===== src/sv/ostid_pkg.sv =====
// ----------------------------------------------------------------------------
// ostid_pkg: shared types and constants of the ordered stream id table
// Widths, operation and status codes, entry and cell control structs.
// ----------------------------------------------------------------------------
package ostid_pkg;

  // table geometry
  localparam int DEPTH      = 64;
  localparam int IDX_W      = $clog2(DEPTH);
  localparam int CNT_W      = $clog2(DEPTH + 1);

  // field widths
  localparam int MODE_W     = 3;
  localparam int KEY_W      = 62;
  localparam int HANDLE_W   = 16;
  localparam int TAG_W      = 32;
  localparam int STATUS_W   = 2;
  localparam int FCNT_W     = 7;
  localparam int IN_DATA_W  = 112;
  localparam int OUT_DATA_W = 104;

  // key classes counted by the table
  localparam logic [1:0] CLS_REQUEST = 2'd0;
  localparam logic [1:0] CLS_PUSH    = 2'd3;

  typedef enum logic [MODE_W-1:0] {
    MODE_ADD    = 3'd0,
    MODE_FIND   = 3'd1,
    MODE_SEARCH = 3'd2,
    MODE_REMOVE = 3'd3,
    MODE_NEXT   = 3'd4
  } mode_e;

  typedef enum logic [STATUS_W-1:0] {
    STATUS_OK   = 2'd0,
    STATUS_MISS = 2'd1,
    STATUS_FULL = 2'd2
  } status_e;

  typedef enum logic {
    S_IDLE = 1'b0,
    S_RES  = 1'b1
  } state_e;

  typedef struct packed {
    logic [KEY_W-1:0]    key;
    logic [HANDLE_W-1:0] handle;
    logic [TAG_W-1:0]    tag;
  } entry_t;

  typedef struct packed {
    logic [MODE_W-1:0]   mode;
    logic [KEY_W-1:0]    key;
    logic [HANDLE_W-1:0] handle;
    logic [TAG_W-1:0]    tag;
  } probe_t;

  typedef struct packed {
    logic capture;
    logic load;
    logic shift;
  } cell_ctrl_t;

endpackage


===== src/sv/ostid_cell.sv =====
// ----------------------------------------------------------------------------
// ostid_cell: one slot of the ordered table
// Holds one entry, compares it against the probe and takes its neighbour's
// entry when the table closes a gap.
// ----------------------------------------------------------------------------
module ostid_cell (
  input  logic                 clk_i,
  input  logic                 rst_ni,
  input  ostid_pkg::cell_ctrl_t ctrl_i,
  input  logic                 valid_i,
  input  ostid_pkg::probe_t    probe_i,
  input  ostid_pkg::entry_t    new_i,
  input  ostid_pkg::entry_t    next_i,
  output ostid_pkg::entry_t    entry_o,
  output logic                 match_o
);

  ostid_pkg::entry_t entry_q;
  logic              match_q;
  logic              match_d;
  logic              hit;

  // compare the stored entry with the probe word
  always_comb begin
    case (probe_i.mode) inside
      ostid_pkg::MODE_FIND, ostid_pkg::MODE_REMOVE: hit = (entry_q.key == probe_i.key);
      ostid_pkg::MODE_SEARCH:                       hit = (entry_q.tag == probe_i.tag);
      ostid_pkg::MODE_NEXT:                         hit = (entry_q.handle == probe_i.handle);
      default:                                      hit = 1'b0;
    endcase
    match_d = valid_i & hit;
  end

  // match flag, captured with the incoming word
  always_ff @(posedge clk_i or negedge rst_ni) begin
    if (!rst_ni) begin
      match_q <= 1'b0;
    end else if (ctrl_i.capture) begin
      match_q <= match_d;
    end
  end

  // entry storage: append or move up from the neighbour
  always_ff @(posedge clk_i) begin
    if (ctrl_i.load) begin
      entry_q <= new_i;
    end else if (ctrl_i.shift) begin
      entry_q <= next_i;
    end
  end

  assign entry_o = entry_q;
  assign match_o = match_q;

endmodule


===== config.mk =====
export PLATFORM = sky130hd
export DESIGN_NAME = ostid_cell
export DESIGN_NICKNAME = d
export VERILOG_FILES = /design/src/sv/ostid_pkg.sv /design/src/sv/ostid_cell.sv
export SDC_FILE = /design/constraint.sdc
export NUM_CORES = 1
export LEC_CHECK = 0
export BUFFER_PORTS_ARGS = -buffer_cell sky130_fd_sc_hd__buf_2
export CAP_MARGIN = 10
export CORE_AREA = 2 2 176 178
export CTS_BUF_LIST = sky130_fd_sc_hd__clkbuf_16
export DETAILED_ROUTE_END_ITERATION = 7
export DIE_AREA = 0 0 178 180
export GPL_TIMING_DRIVEN = 0
export PLACE_DENSITY = 0.43
export SYNTH_ARGS = -nofsm -noshare
export SYNTH_HDL_FRONTEND = slang
export SYNTH_SLANG_ARGS = --single-unit

===== constraint.sdc =====
create_clock -name clk_i -period 1.7 [get_ports clk_i]
set_input_delay 0.085 -clock clk_i [delete_from_list [all_inputs] [get_ports clk_i]]
set_output_delay 0.085 -clock clk_i [all_outputs]
set_load 0.03 [all_outputs]

==> insert_results.sql, run 1 <==
INSERT INTO impl_metrics (metric_group, metric, value, unit) VALUES
('status', 'status', 'finished, violations left', ''),
('status', 'violations', 'negative setup slack', ''),
('synth', 'yosys_register_bits', '111', ''),
('grt', 'grt.met2_usage', '0.266', ''),
('placement', 'numPortBuffers', '448', ''),
('routing', 'wl', '22.6', 'mm'),
('synth', 'synth-warning-count', '0', ''),
('grt', 'grt_first_pass_wirelength', '31.5', 'mm'),
('timing', 'slew_headroom', '0.404', ''),
('placement', 'gpl.final_weighted_congestion', '0.775', ''),
('die', 'chipHeight', '180', 'µm'),
('synth', 'synth_cells', '386', ''),
('layout', 'layout.cells.non_filler', '1252', ''),
('timing', 'setup_violations', '1', ''),
('critical_path', 'ff2ff_path_depth', '6', ''),
('die', 'core-area', '0.0302', 'mm²'),
('routing', 'vias', '4954', ''),
('cts', 'clkSlewWorstSetupHoldPaths', '0.09', 'ns'),
('critical_path', 'setup.worst_path.end_class', 'flip-flop', ''),
('layout', 'multi_input_area', '0.00255', 'mm²'),
('synth', 'syn-cell-area', '0.00586', 'mm²'),
('critical_path', 'setup.worst_path.start_class', 'flip-flop', ''),
('layout', 'drive_above_1_share', '0.695', ''),
('layout', 'area_growth', '53.9', '%'),
('routing', 'route.detailed.vias_per_inst', '3.96', ''),
('grt', 'grt_antenna_before_repair', '1', ''),
('flow_run', 'maxCapViolations', '0', ''),
('pwr', 'peakVddDrop', '310', 'µV'),
('pwr', 'total_power', '7.82', 'mW'),
('die', 'num_rows', '64', ''),
('critical_path', 'cp_data_arrival_time', '2.31', 'ns'),
('cts', 'clock_latency', '0.36', 'ns'),
('routing', 'drc_marker_count_from_the_first_detailed_route_iteration', '124', ''),
('hold_path', 'timing.hold.worst.class', 'in -> reg', ''),
('timing', 'part_of_the_cycle_the_worst_path_needs', '1.19', ''),
('grt', 'globalRouteOverflowTotal', '0', ''),
('timing', 'rsz0062_at_grt', 'yes', ''),
('timing', 'finalHoldViolations', '0', ''),
('cts', 'ctsRootBufferMaster', 'sky130_fd_sc_hd__clkbuf_16', ''),
('routing', 'wire_per_inst', '18.1', 'µm'),
('critical_path', 'crit-reg2reg-capture', 'match_o', ''),
('timing', 'fin_ws', '-0.324', 'ns'),
('layout', 'fillCellCount', '3194', ''),
('critical_path', 'timing_worst_setup_path_type', 'reg -> reg', ''),
('synth', 'synth.lib_cells_used.distinct', '18', ''),
('synth', 'syn-num-nets', '725', ''),
('critical_path', 'timing.rr.start', 'entry_o[10]', ''),
('grt', 'gr-usage-all-layers', '0.137', ''),
('die', 'fp.dieW', '178', 'µm'),
('timing', 'slew_viol_final', '0', ''),
('cts', 'clock_sinks', '111', ''),
('placement', 'placed_cell_area', '0.00865', 'mm²'),
('cts', 'cts.path.max_buffers', '2', ''),
('die', 'die-area', '0.0320', 'mm²'),
('critical_path', 'worst_ep_required_time', '1.98', 'ns'),
('placement', 'dp.cells', '1232', ''),
('grt', 'most_used_routing_layer_in_global_routing', 'met2', ''),
('critical_path', 'critical_path_peak_fanout', '2', ''),
('timing', 'worst_slew_pin_slew', '0.894', 'ns'),
('layout', 'final_area', '0.00902', 'mm²'),
('cts', 'cts_max_level', '3', ''),
('placement', 'dp_hpwl', '18.8', 'mm'),
('routing', 'detail-route-antenna-nets', '0', ''),
('critical_path', 'worstSetupEndpoint', 'match_o', ''),
('die', 'top_level_i_o_count', '450', ''),
('cts', 'post-cts-setup-buffers', '0', ''),
('cts', 'cts_inserted_buffers', '9', ''),
('critical_path', 'startpoint', 'entry_o[10]', ''),
('critical_path', 'reg2reg_slack', '-0.32', 'ns'),
('synth', 'ys_seq_area_frac', '0.568', ''),
('pwr', 'cellPowerDensity', '867', 'mW/mm²');
[metrics by stage]
step                worst slack, ns  hold slack [ns]
global route                 -0.443          0.00316
global placement              -1.06           -0.138
finish                       -0.324           0.0189
CTS                          -0.398          0.00619
floorplan                    0.0157           -0.211
detailed placement            -1.07           -0.135
[worst min path at each step]
stage,end,from,depth (start not counted)
3_3_place_gp,match_o,rst_ni,1
2_1_floorplan,match_o,rst_ni,0
6_report,entry_o[75],new_i[75],2
3_5_place_dp,match_o,rst_ni,1
5_1_grt,entry_o[75],new_i[75],2
4_1_cts,entry_o[75],new_i[75],2
[cells by family (layout without fill, tap and decap cells)]
family,after synthesis,in the layout,synth area share
XOR/XNOR,110,110,0.164
multiplexers,111,111,0.213
AND/OR/NAND/NOR,39,39,0.0414
AO/OA/AOI/OAI,3,3,0.00384
other,0,1,0
flip-flops,111,111,0.568
buffers and inverters,12,481,0.00960
[cells in the final DEF, fill, tap and decap left out, types with 2 or more instances in the layout]
master / instances
sky130_fd_sc_hd__edfxtp_1: 110
sky130_fd_sc_hd__inv_6: 3
sky130_fd_sc_hd__inv_1: 2
sky130_fd_sc_hd__mux2_2: 110
sky130_fd_sc_hd__clkbuf_16: 9
sky130_fd_sc_hd__xor2_1: 57
sky130_fd_sc_hd__clkbuf_1: 2
sky130_fd_sc_hd__nand4_1: 16
sky130_fd_sc_hd__nor4_1: 11
sky130_fd_sc_hd__xnor2_1: 53
sky130_fd_sc_hd__nor4_2: 5
sky130_fd_sc_hd__dlygate4sd3_1: 3
sky130_fd_sc_hd__buf_2: 456
[flip-flops by register name, summed over array words and instances, names as in the netlist]
name / count
match_o: 1
entry_o: 110
[cells in the mapped netlist]
master | number | area (µm²)
sky130_fd_sc_hd__a21oi_1 | 1 | 5.00
sky130_fd_sc_hd__dfrtp_1 | 1 | 25.0
sky130_fd_sc_hd__clkbuf_1 | 3 | 11.3
sky130_fd_sc_hd__or2_2 | 1 | 6.26
sky130_fd_sc_hd__xnor2_1 | 53 | 464
sky130_fd_sc_hd__mux2i_1 | 1 | 10.0
sky130_fd_sc_hd__nor2_1 | 1 | 3.75
sky130_fd_sc_hd__nand4_1 | 16 | 100
sky130_fd_sc_hd__nor4_1 | 17 | 106
sky130_fd_sc_hd__mux2_2 | 110 | 1240
sky130_fd_sc_hd__buf_2 | 9 | 45.0
sky130_fd_sc_hd__xor2_1 | 57 | 499
sky130_fd_sc_hd__nor3b_1 | 1 | 7.51
sky130_fd_sc_hd__a41oi_1 | 1 | 8.76
sky130_fd_sc_hd__edfxtp_1 | 110 | 3300
sky130_fd_sc_hd__o41ai_1 | 1 | 8.76
sky130_fd_sc_hd__nor4b_1 | 1 | 8.76
sky130_fd_sc_hd__nand3_1 | 2 | 10.0
[report_power, final]
group / internal, mW / leakage (nW) / switching [mW]
clock: 1.00 / 0.141 / 1.09
combinational: 0.906 / 2.68 / 1.22
sequential: 3.37 / 1.13 / 0.228
total: 5.28 / 3.95 / 2.54
[area by class of cell]
type / count / share of cell area
flip-flops and latches: 111 / 0.369
multi-input cells: 263 / 0.282
repair buffers: 453 / 0.257
well taps: 396 / 0.0549
clock buffers: 9 / 0.0250
plain buffers: 12 / 0.00666
clock inverters: 7 / 0.00513
diodes: 1 / 0.000277
[repair_timing]
item,4_1_cts,5_1_grt
hold endpoints to repair,1,2
pin swaps,6,1
hold buffers,1,2
setup endpoints to repair,1,1
gates resized for setup,9,2
[per-layer routing]
layer	vias up	wire length [µm]
li1	2393	-
met1	2279	8340
met2	267	12200
met3	15	1800
met4	0	274
met5	-	0
[worst max-delay path, cell delays in order, from the launching register on]
cell and delay (ns):
sky130_fd_sc_hd__edfxtp_1 0.42, sky130_fd_sc_hd__xor2_1 0.17, sky130_fd_sc_hd__nor4_2 0.39, sky130_fd_sc_hd__nand4_1 0.22, sky130_fd_sc_hd__nor4_2 0.37, sky130_fd_sc_hd__a41oi_1 0.20
sky130_fd_sc_hd__a21oi_2 0.16
No activity file was read; power rests on OpenSTA's default activity.
==> run 2: changes to the inputs <==
CTS_BUF_LIST = unset   (was sky130_fd_sc_hd__clkbuf_16)
REMOVE_ABC_BUFFERS = 1   (was unset)
clock period = 2.3 ns   (was 1.7 ns; I/O delays follow)
==> run 2 against run 1 <==
The run now ends clean. Clock skew fell by 0.0076 ns. Via count down 3.7%. Largest cell class unchanged. Global-route usage fell by 1.7 points. Worst setup slack better by 0.56 ns. Utilization is 0.36 points lower. Highest routed layer unchanged. First-iteration DRC count down 7.3%. Flip-flop and latch count unchanged.
==> insert_results.sql, run 2 (synthesis results as in run 1) <==
INSERT INTO impl_metrics (metric_group, metric, value, unit) VALUES
('layout', 'finish.net_count', '1176', ''),
('grt', 'globalRouteOverflowTotal', '0', ''),
('pwr', 'total_power', '5.62', 'mW'),
('placement', 'dp_hpwl', '16.5', 'mm'),
('grt', 'grt_pass1_vias', '5173', ''),
('routing', 'wl', '19.9', 'mm'),
('layout', 'largest_register_ff_count', '110', ''),
('die', 'floorplan.initialDensity', '0.194', ''),
('layout', 'fillCellCount', '3164', ''),
('timing', 'max_freq', '0.485', 'GHz'),
('routing', 'detail-route-antenna-nets', '0', ''),
('critical_path', 'critical_path_peak_fanout', '2', ''),
('layout', 'drive_above_1_share', '0.685', ''),
('status', 'status', 'finished, final reports clean', ''),
('timing', 'slew_viol_final', '0', ''),
('layout', 'mostFrequentLayoutCell', 'sky130_fd_sc_hd__buf_2', ''),
('die', 'num_rows', '64', ''),
('timing', 'finalHoldViolations', '0', ''),
('timing', 'setup_violations', '0', ''),
('layout', 'finish.utilization', '0.295', ''),
('cts', 'cts_inserted_buffers', '9', ''),
('hold_path', 'hold-path-endpoint', 'entry_o[15]', ''),
('timing', 'final_critical_path_required_period', '2.06', 'ns'),
('pwr', 'peakVddDrop', '398', 'µV'),
('placement', 'dp.cells', '1221', ''),
('routing', 'drc_marker_count_from_the_first_detailed_route_iteration', '115', ''),
('cts', 'ctsRootBufferMaster', 'sky130_fd_sc_hd__clkbuf_16', ''),
('routing', 'wire_per_inst', '16.1', 'µm'),
('cts', 'cts_max_level', '3', ''),
('critical_path', 'worst_ep_required_time', '2.58', 'ns'),
('timing', 'worst_slew_pin_slew', '0.825', 'ns'),
('die', 'die-area', '0.0320', 'mm²'),
('critical_path', 'setup.worst_path.start_class', 'flip-flop', ''),
('critical_path', 'cp_cell_sequence', 'xor2_1 -> nor4_1 -> nand4_1 -> nor4_4 -> a41oi_1 -> a21oi_1', ''),
('die', 'top_level_i_o_count', '450', ''),
('critical_path', 'cp_data_arrival_time', '2.34', 'ns'),
('timing', 'slew_headroom', '0.450', ''),
('cts', 'clkSlewWorstSetupHoldPaths', '0.08', 'ns'),
('routing', 'route.detailed.vias_per_inst', '3.85', ''),
('cts', 'clock_latency', '0.35', 'ns'),
('die', 'core-area', '0.0302', 'mm²'),
('critical_path', 'reg2reg_slack', '0.24', 'ns'),
('layout', 'area_growth', '52.1', '%'),
('timing', 'part_of_the_cycle_the_worst_path_needs', '0.896', ''),
('pwr', 'cellLeakagePower', '3.90', 'nW'),
('critical_path', 'crit_path_top_delay_cell', 'sky130_fd_sc_hd__nor4_4', ''),
('critical_path', 'timing.rr.start', 'entry_o[24]', ''),
('critical_path', 'timing_worst_setup_path_type', 'reg -> reg', ''),
('die', 'fp.dieW', '178', 'µm'),
('cts', 'cts.path.max_buffers', '2', ''),
('die', 'chipHeight', '180', 'µm'),
('grt', 'grt_antenna_before_repair', '1', ''),
('hold_path', 'worst_hold_startpoint', 'next_i[15]', ''),
('routing', 'detail_route.drc_violations', '0', ''),
('routing', 'detail_route.first_pass.iterations', '4', ''),
('placement', 'numPortBuffers', '449', ''),
('layout', 'mostFrequentLayoutCells', 'sky130_fd_sc_hd__buf_2 (448), sky130_fd_sc_hd__mux2_2 (110), sky130_fd_sc_hd__edfxtp_1 (110)', ''),
('hold_path', 'timing.hold.worst.class', 'in -> reg', ''),
('routing', 'vias', '4770', ''),
('placement', 'gpl.final_weighted_congestion', '0.781', ''),
('hold_path', 'timing.hold.worst_path_depth', '2', ''),
('flow_run', 'maxCapViolations', '0', ''),
('timing', 'timing.clock.skew', '0.00694', 'ns'),
('critical_path', 'setup.worst_path.end_class', 'flip-flop', ''),
('layout', 'layout.cells.non_filler', '1238', ''),
('timing', 'rsz0062_at_grt', 'no', ''),
('pwr', 'cellPowerDensity', '631', 'mW/mm²'),
('cts', 'clock_sinks', '111', ''),
('grt', 'gr-usage-all-layers', '0.120', ''),
('critical_path', 'ff2ff_path_depth', '6', ''),
('grt', 'grt_first_pass_wirelength', '28.5', 'mm'),
('critical_path', 'timing.critical_path.slowest_cell_delay', '0.48', 'ns'),
('grt', 'maximum_number_of_pins_on_one_net_before_global_route_repair', '61', ''),
('critical_path', 'crit-reg2reg-capture', 'match_o', ''),
('cts', 'tritoncts', 'built', ''),
('timing', 'finalHoldWorstSlack', '0.0572', 'ns');
-- run 2: worst max-delay path: cells and delay by family (launching register included) --
family                    cells  cell delay [ns]
AOI/OAI and AO/OA             2             0.31
xor gates and xnor gates      1             0.15
and+or+nand+nor               3             1.13
DFF                           1             0.40
-- run 2: area by class of cell --
cell class | instances | area, µm² | share of cell area
tap | 396 | 495 | 0.0556
sequential | 111 | 3330 | 0.373
timing repair buffer | 452 | 2320 | 0.260
clock inverter | 2 | 8.76 | 0.000982
clock buffer | 13 | 240 | 0.0269
multi-input combinational | 263 | 2520 | 0.283
antenna | 1 | 2.50 | 0.000281
-- run 2: timing repair --
action,in CTS,in global routing
gates resized for setup,3,3
hold buffers,1,0
setup buffers,0,0
endpoints found under the setup margin,1,1
hold endpoints to repair,1,0
-- run 2: through the flow --
stage                     TNS (ns)  instance area [µm²]  setup slack (ns)
final                            0                 8910             0.238
after CTS                        0                 8890           0.00875
after global placement     -353.75                 8550             -2.68
after global routing             0                 8910            0.0211
after detailed placement     -9.92                 8610            -0.257
after floorplan                  0                 5810             0.393
-- run 2: worst max path at each step --
stage	start	endpoint	slack (ns)	cells past startpoint
final	entry_o[24]	match_o	0.24	6
after global routing	entry_o[14]	match_o	0.02	6
after CTS	entry_o[24]	match_o	0.009	6
after detailed placement	entry_o[13]	match_o	-0.26	6
after global placement	ctrl_i[1]	entry_o[21]	-2.68	2
after floorplan	ctrl_i[0]	entry_o[0]	0.39	1
-- run 2: where the power goes --
group | internal (mW) | switching [mW] | leakage (nW) | total [mW]
sequential | 2.49 | 0.151 | 1.13 | 2.64
combinational | 0.660 | 0.874 | 2.65 | 1.53
clock | 0.728 | 0.717 | 0.121 | 1.45
total | 3.88 | 1.74 | 3.90 | 5.62
-- run 2: per-layer routing --
metal | part of all wire | vias to the layer above | GRT usage
met4 | 0.017 | 0 | 0.0393
met1 | 0.37 | 2148 | 0.125
met3 | 0.096 | 17 | 0.0453
li1 | - | 2358 | -
met5 | 0 | - | 0
met2 | 0.52 | 247 | 0.220
==> run 3: changes to the inputs <==
CELL_PAD_IN_SITES_DETAIL_PLACEMENT = 1   (was unset)
CELL_PAD_IN_SITES_GLOBAL_PLACEMENT = 2   (was unset)
CORE_AREA = 2 2 173 175   (was 2 2 176 178)
DIE_AREA = 0 0 175 177   (was 0 0 178 180)
PLACE_DENSITY = 0.69   (was 0.43)
SLEW_MARGIN = 10   (was unset)
==> run 3 against run 2 <==
Routed wire length is 11% higher. Combinational power is essentially flat. Clock skew up 0.00092 ns. Sequential power is essentially flat. Hold slack worse by 0.0033 ns. Critical path depth did not move. Global-route usage grew 1.9 points. Utilization up 1.1 points. Power increased by 2.7%. First-iteration DRC count increased by 0.87%. Design area up 0.41%.
==> insert_results.sql, run 3 (synthesis results as in run 1) <==
INSERT INTO impl_metrics (metric_group, metric, value, unit) VALUES
('status', 'status', 'finished, final reports clean', ''),
('cts', 'clock_latency', '0.36', 'ns'),
('critical_path', 'timing_worst_setup_path_type', 'reg -> reg', ''),
('placement', 'numPortBuffers', '449', ''),
('layout', 'antenna-diode-count', '0', ''),
('cts', 'clock_sinks', '111', ''),
('die', 'core-area', '0.0292', 'mm²'),
('placement', 'gpl.final_weighted_congestion', '0.813', ''),
('hold_path', 'timing.hold.worst.class', 'in -> reg', ''),
('critical_path', 'worst_ep_required_time', '2.58', 'ns'),
('cts', 'tritoncts', 'built', ''),
('layout', 'finish.net_count', '1177', ''),
('die', 'chipHeight', '177', 'µm'),
('placement', 'dp_hpwl', '18.4', 'mm'),
('routing', 'route.detailed.vias_per_inst', '3.99', ''),
('grt', 'gr-usage-all-layers', '0.139', ''),
('routing', 'wire_per_inst', '18.0', 'µm'),
('grt', 'grt_first_pass_wirelength', '32.4', 'mm'),
('timing', 'fin_tns_setup', '0', 'ns'),
('cts', 'clkSlewWorstSetupHoldPaths', '0.08', 'ns'),
('critical_path', 'cp_data_arrival_time', '2.33', 'ns'),
('layout', 'mostFrequentLayoutCells', 'sky130_fd_sc_hd__buf_2 (448), sky130_fd_sc_hd__mux2_2 (110), sky130_fd_sc_hd__edfxtp_1 (110)', ''),
('cts', 'ctsRootBufferMaster', 'sky130_fd_sc_hd__clkbuf_16', ''),
('layout', 'multi_input_area', '0.00252', 'mm²'),
('routing', 'detail_route.drc_violations', '0', ''),
('timing', 'finalHoldViolations', '0', ''),
('placement', 'dp.cells', '1216', ''),
('layout', 'fillCellCount', '3382', ''),
('routing', 'drc_marker_count_from_the_first_detailed_route_iteration', '116', ''),
('layout', 'layout.cells.non_filler', '1233', ''),
('layout', 'area_growth', '52.7', '%'),
('pwr', 'cellLeakagePower', '3.93', 'nW'),
('critical_path', 'setup.worst_path.end_class', 'flip-flop', ''),
('critical_path', 'timing.critical_path.slowest_cell_delay', '0.42', 'ns'),
('die', 'floorplan.initialDensity', '0.200', ''),
('pwr', 'peakVddDrop', '232', 'µV'),
('layout', 'drive_above_1_share', '0.688', ''),
('timing', 'fin_ws', '0.246', 'ns'),
('timing', 'setup_violations', '0', ''),
('routing', 'wl', '22.2', 'mm'),
('flow_run', 'maxCapViolations', '0', ''),
('die', 'top_level_i_o_count', '450', ''),
('layout', 'area_taken_by_flip_flops_and_latches', '0.00333', 'mm²'),
('die', 'die-area', '0.0310', 'mm²'),
('critical_path', 'setup.worst_path.start_class', 'flip-flop', ''),
('cts', 'cts_max_level', '3', ''),
('layout', 'finish.utilization', '0.306', ''),
('critical_path', 'critical_path_peak_fanout', '2', ''),
('cts', 'cts.path.max_buffers', '2', ''),
('pwr', 'total_power', '5.78', 'mW'),
('layout', 'largest_register_ff_count', '110', ''),
('critical_path', 'cp_cell_sequence', 'xor2_1 -> nor4_1 -> nand4_1 -> nor4_4 -> nand3_1 -> a21oi_1', ''),
('timing', 'max_freq', '0.487', 'GHz'),
('timing', 'slew_headroom', '0.648', ''),
('timing', 'slew_viol_final', '0', ''),
('timing', 'part_of_the_cycle_the_worst_path_needs', '0.893', ''),
('routing', 'vias', '4924', ''),
('timing', 'final_critical_path_required_period', '2.05', 'ns'),
('cts', 'cts_inserted_buffers', '9', ''),
('pwr', 'cellPowerDensity', '645', 'mW/mm²'),
('die', 'num_rows', '63', ''),
('grt', 'grt_pass1_vias', '5494', ''),
('timing', 'rsz0062_at_grt', 'no', ''),
('die', 'fp.dieW', '175', 'µm'),
('timing', 'timing.clock.skew', '0.00786', 'ns'),
('layout', 'mostFrequentLayoutCell', 'sky130_fd_sc_hd__buf_2', ''),
('timing', 'worst_slew_pin_slew', '0.528', 'ns'),
('routing', 'detail_route.first_pass.iterations', '4', ''),
('critical_path', 'crit_path_top_delay_cell', 'sky130_fd_sc_hd__nor4_1', ''),
('routing', 'detail-route-antenna-nets', '0', ''),
('placement', 'dpl_worst_slack', '-0.448', 'ns'),
('grt', 'grt_antenna_before_repair', '0', ''),
('grt', 'globalRouteOverflowTotal', '0', ''),
('cts', 'post-cts-setup-buffers', '0', ''),
('grt', 'maximum_number_of_pins_on_one_net_before_global_route_repair', '64', '');
-- run 3: area by class of cell --
type | instances | share of cell area
Sequential cell | 111 | 0.372
Multi-Input combinational cell | 263 | 0.281
Timing Repair Buffer | 453 | 0.262
Tap cell | 390 | 0.0545
Clock buffer | 10 | 0.0256
Clock inverter | 6 | 0.00489
-- run 3: worst max-delay path: cells and delay by family, from the launching register on --
family,cells,cell delay [ns]
XOR/XNOR,1,0.16
AND/OR/NAND/NOR,4,1.21
flip-flops,1,0.41
AO/OA/AOI/OAI,1,0.19
-- run 3: final timing paths --
check,startpoint,endpoint,slack [ns],cells past startpoint
worst max-delay path,entry_o[83],match_o,0.25,6
min in group asynchronous,rst_ni,match_o,0.09,2
worst max register to register,entry_o[83],match_o,0.25,6
max in group asynchronous,rst_ni,match_o,2.13,2
worst min-delay path,next_i[104],entry_o[104],0.05,2
worst min register to register,match_o,match_o,0.58,2
-- run 3: per-stage QoR --
stage                     hold WS (ns)  area (µm²)
after detailed placement        -0.108        8630
after CTS                       0.0273        8950
final                           0.0539        8950
after global placement          -0.110        8540
after floorplan                 -0.181        5810
after global routing            0.0347        8950
-- run 3: power by group --
| part | total, mW | switching [mW] | internal, mW |
|---|---|---|---|
| Clock | 1.58 | 0.831 | 0.749 |
| Sequential | 2.64 | 0.153 | 2.49 |
| Combinational | 1.55 | 0.889 | 0.665 |
-- run 3: timing repair --
item	4_1_cts	5_1_grt
endpoints found under the hold margin	1	0
hold buffers	1	0
setup endpoints to repair	1	0
resized for setup	5	0
-- run 3: layer usage --
metal | share of wire | vias up | global-route usage | routed length (µm)
met2 | 0.53 | 226 | 0.259 | 11800
met4 | 0.015 | 0 | 0.0351 | 333
met1 | 0.38 | 2318 | 0.158 | 8430
li1 | - | 2362 | - | -
met5 | 0 | - | 0 | 0
met3 | 0.071 | 18 | 0.0361 | 1560
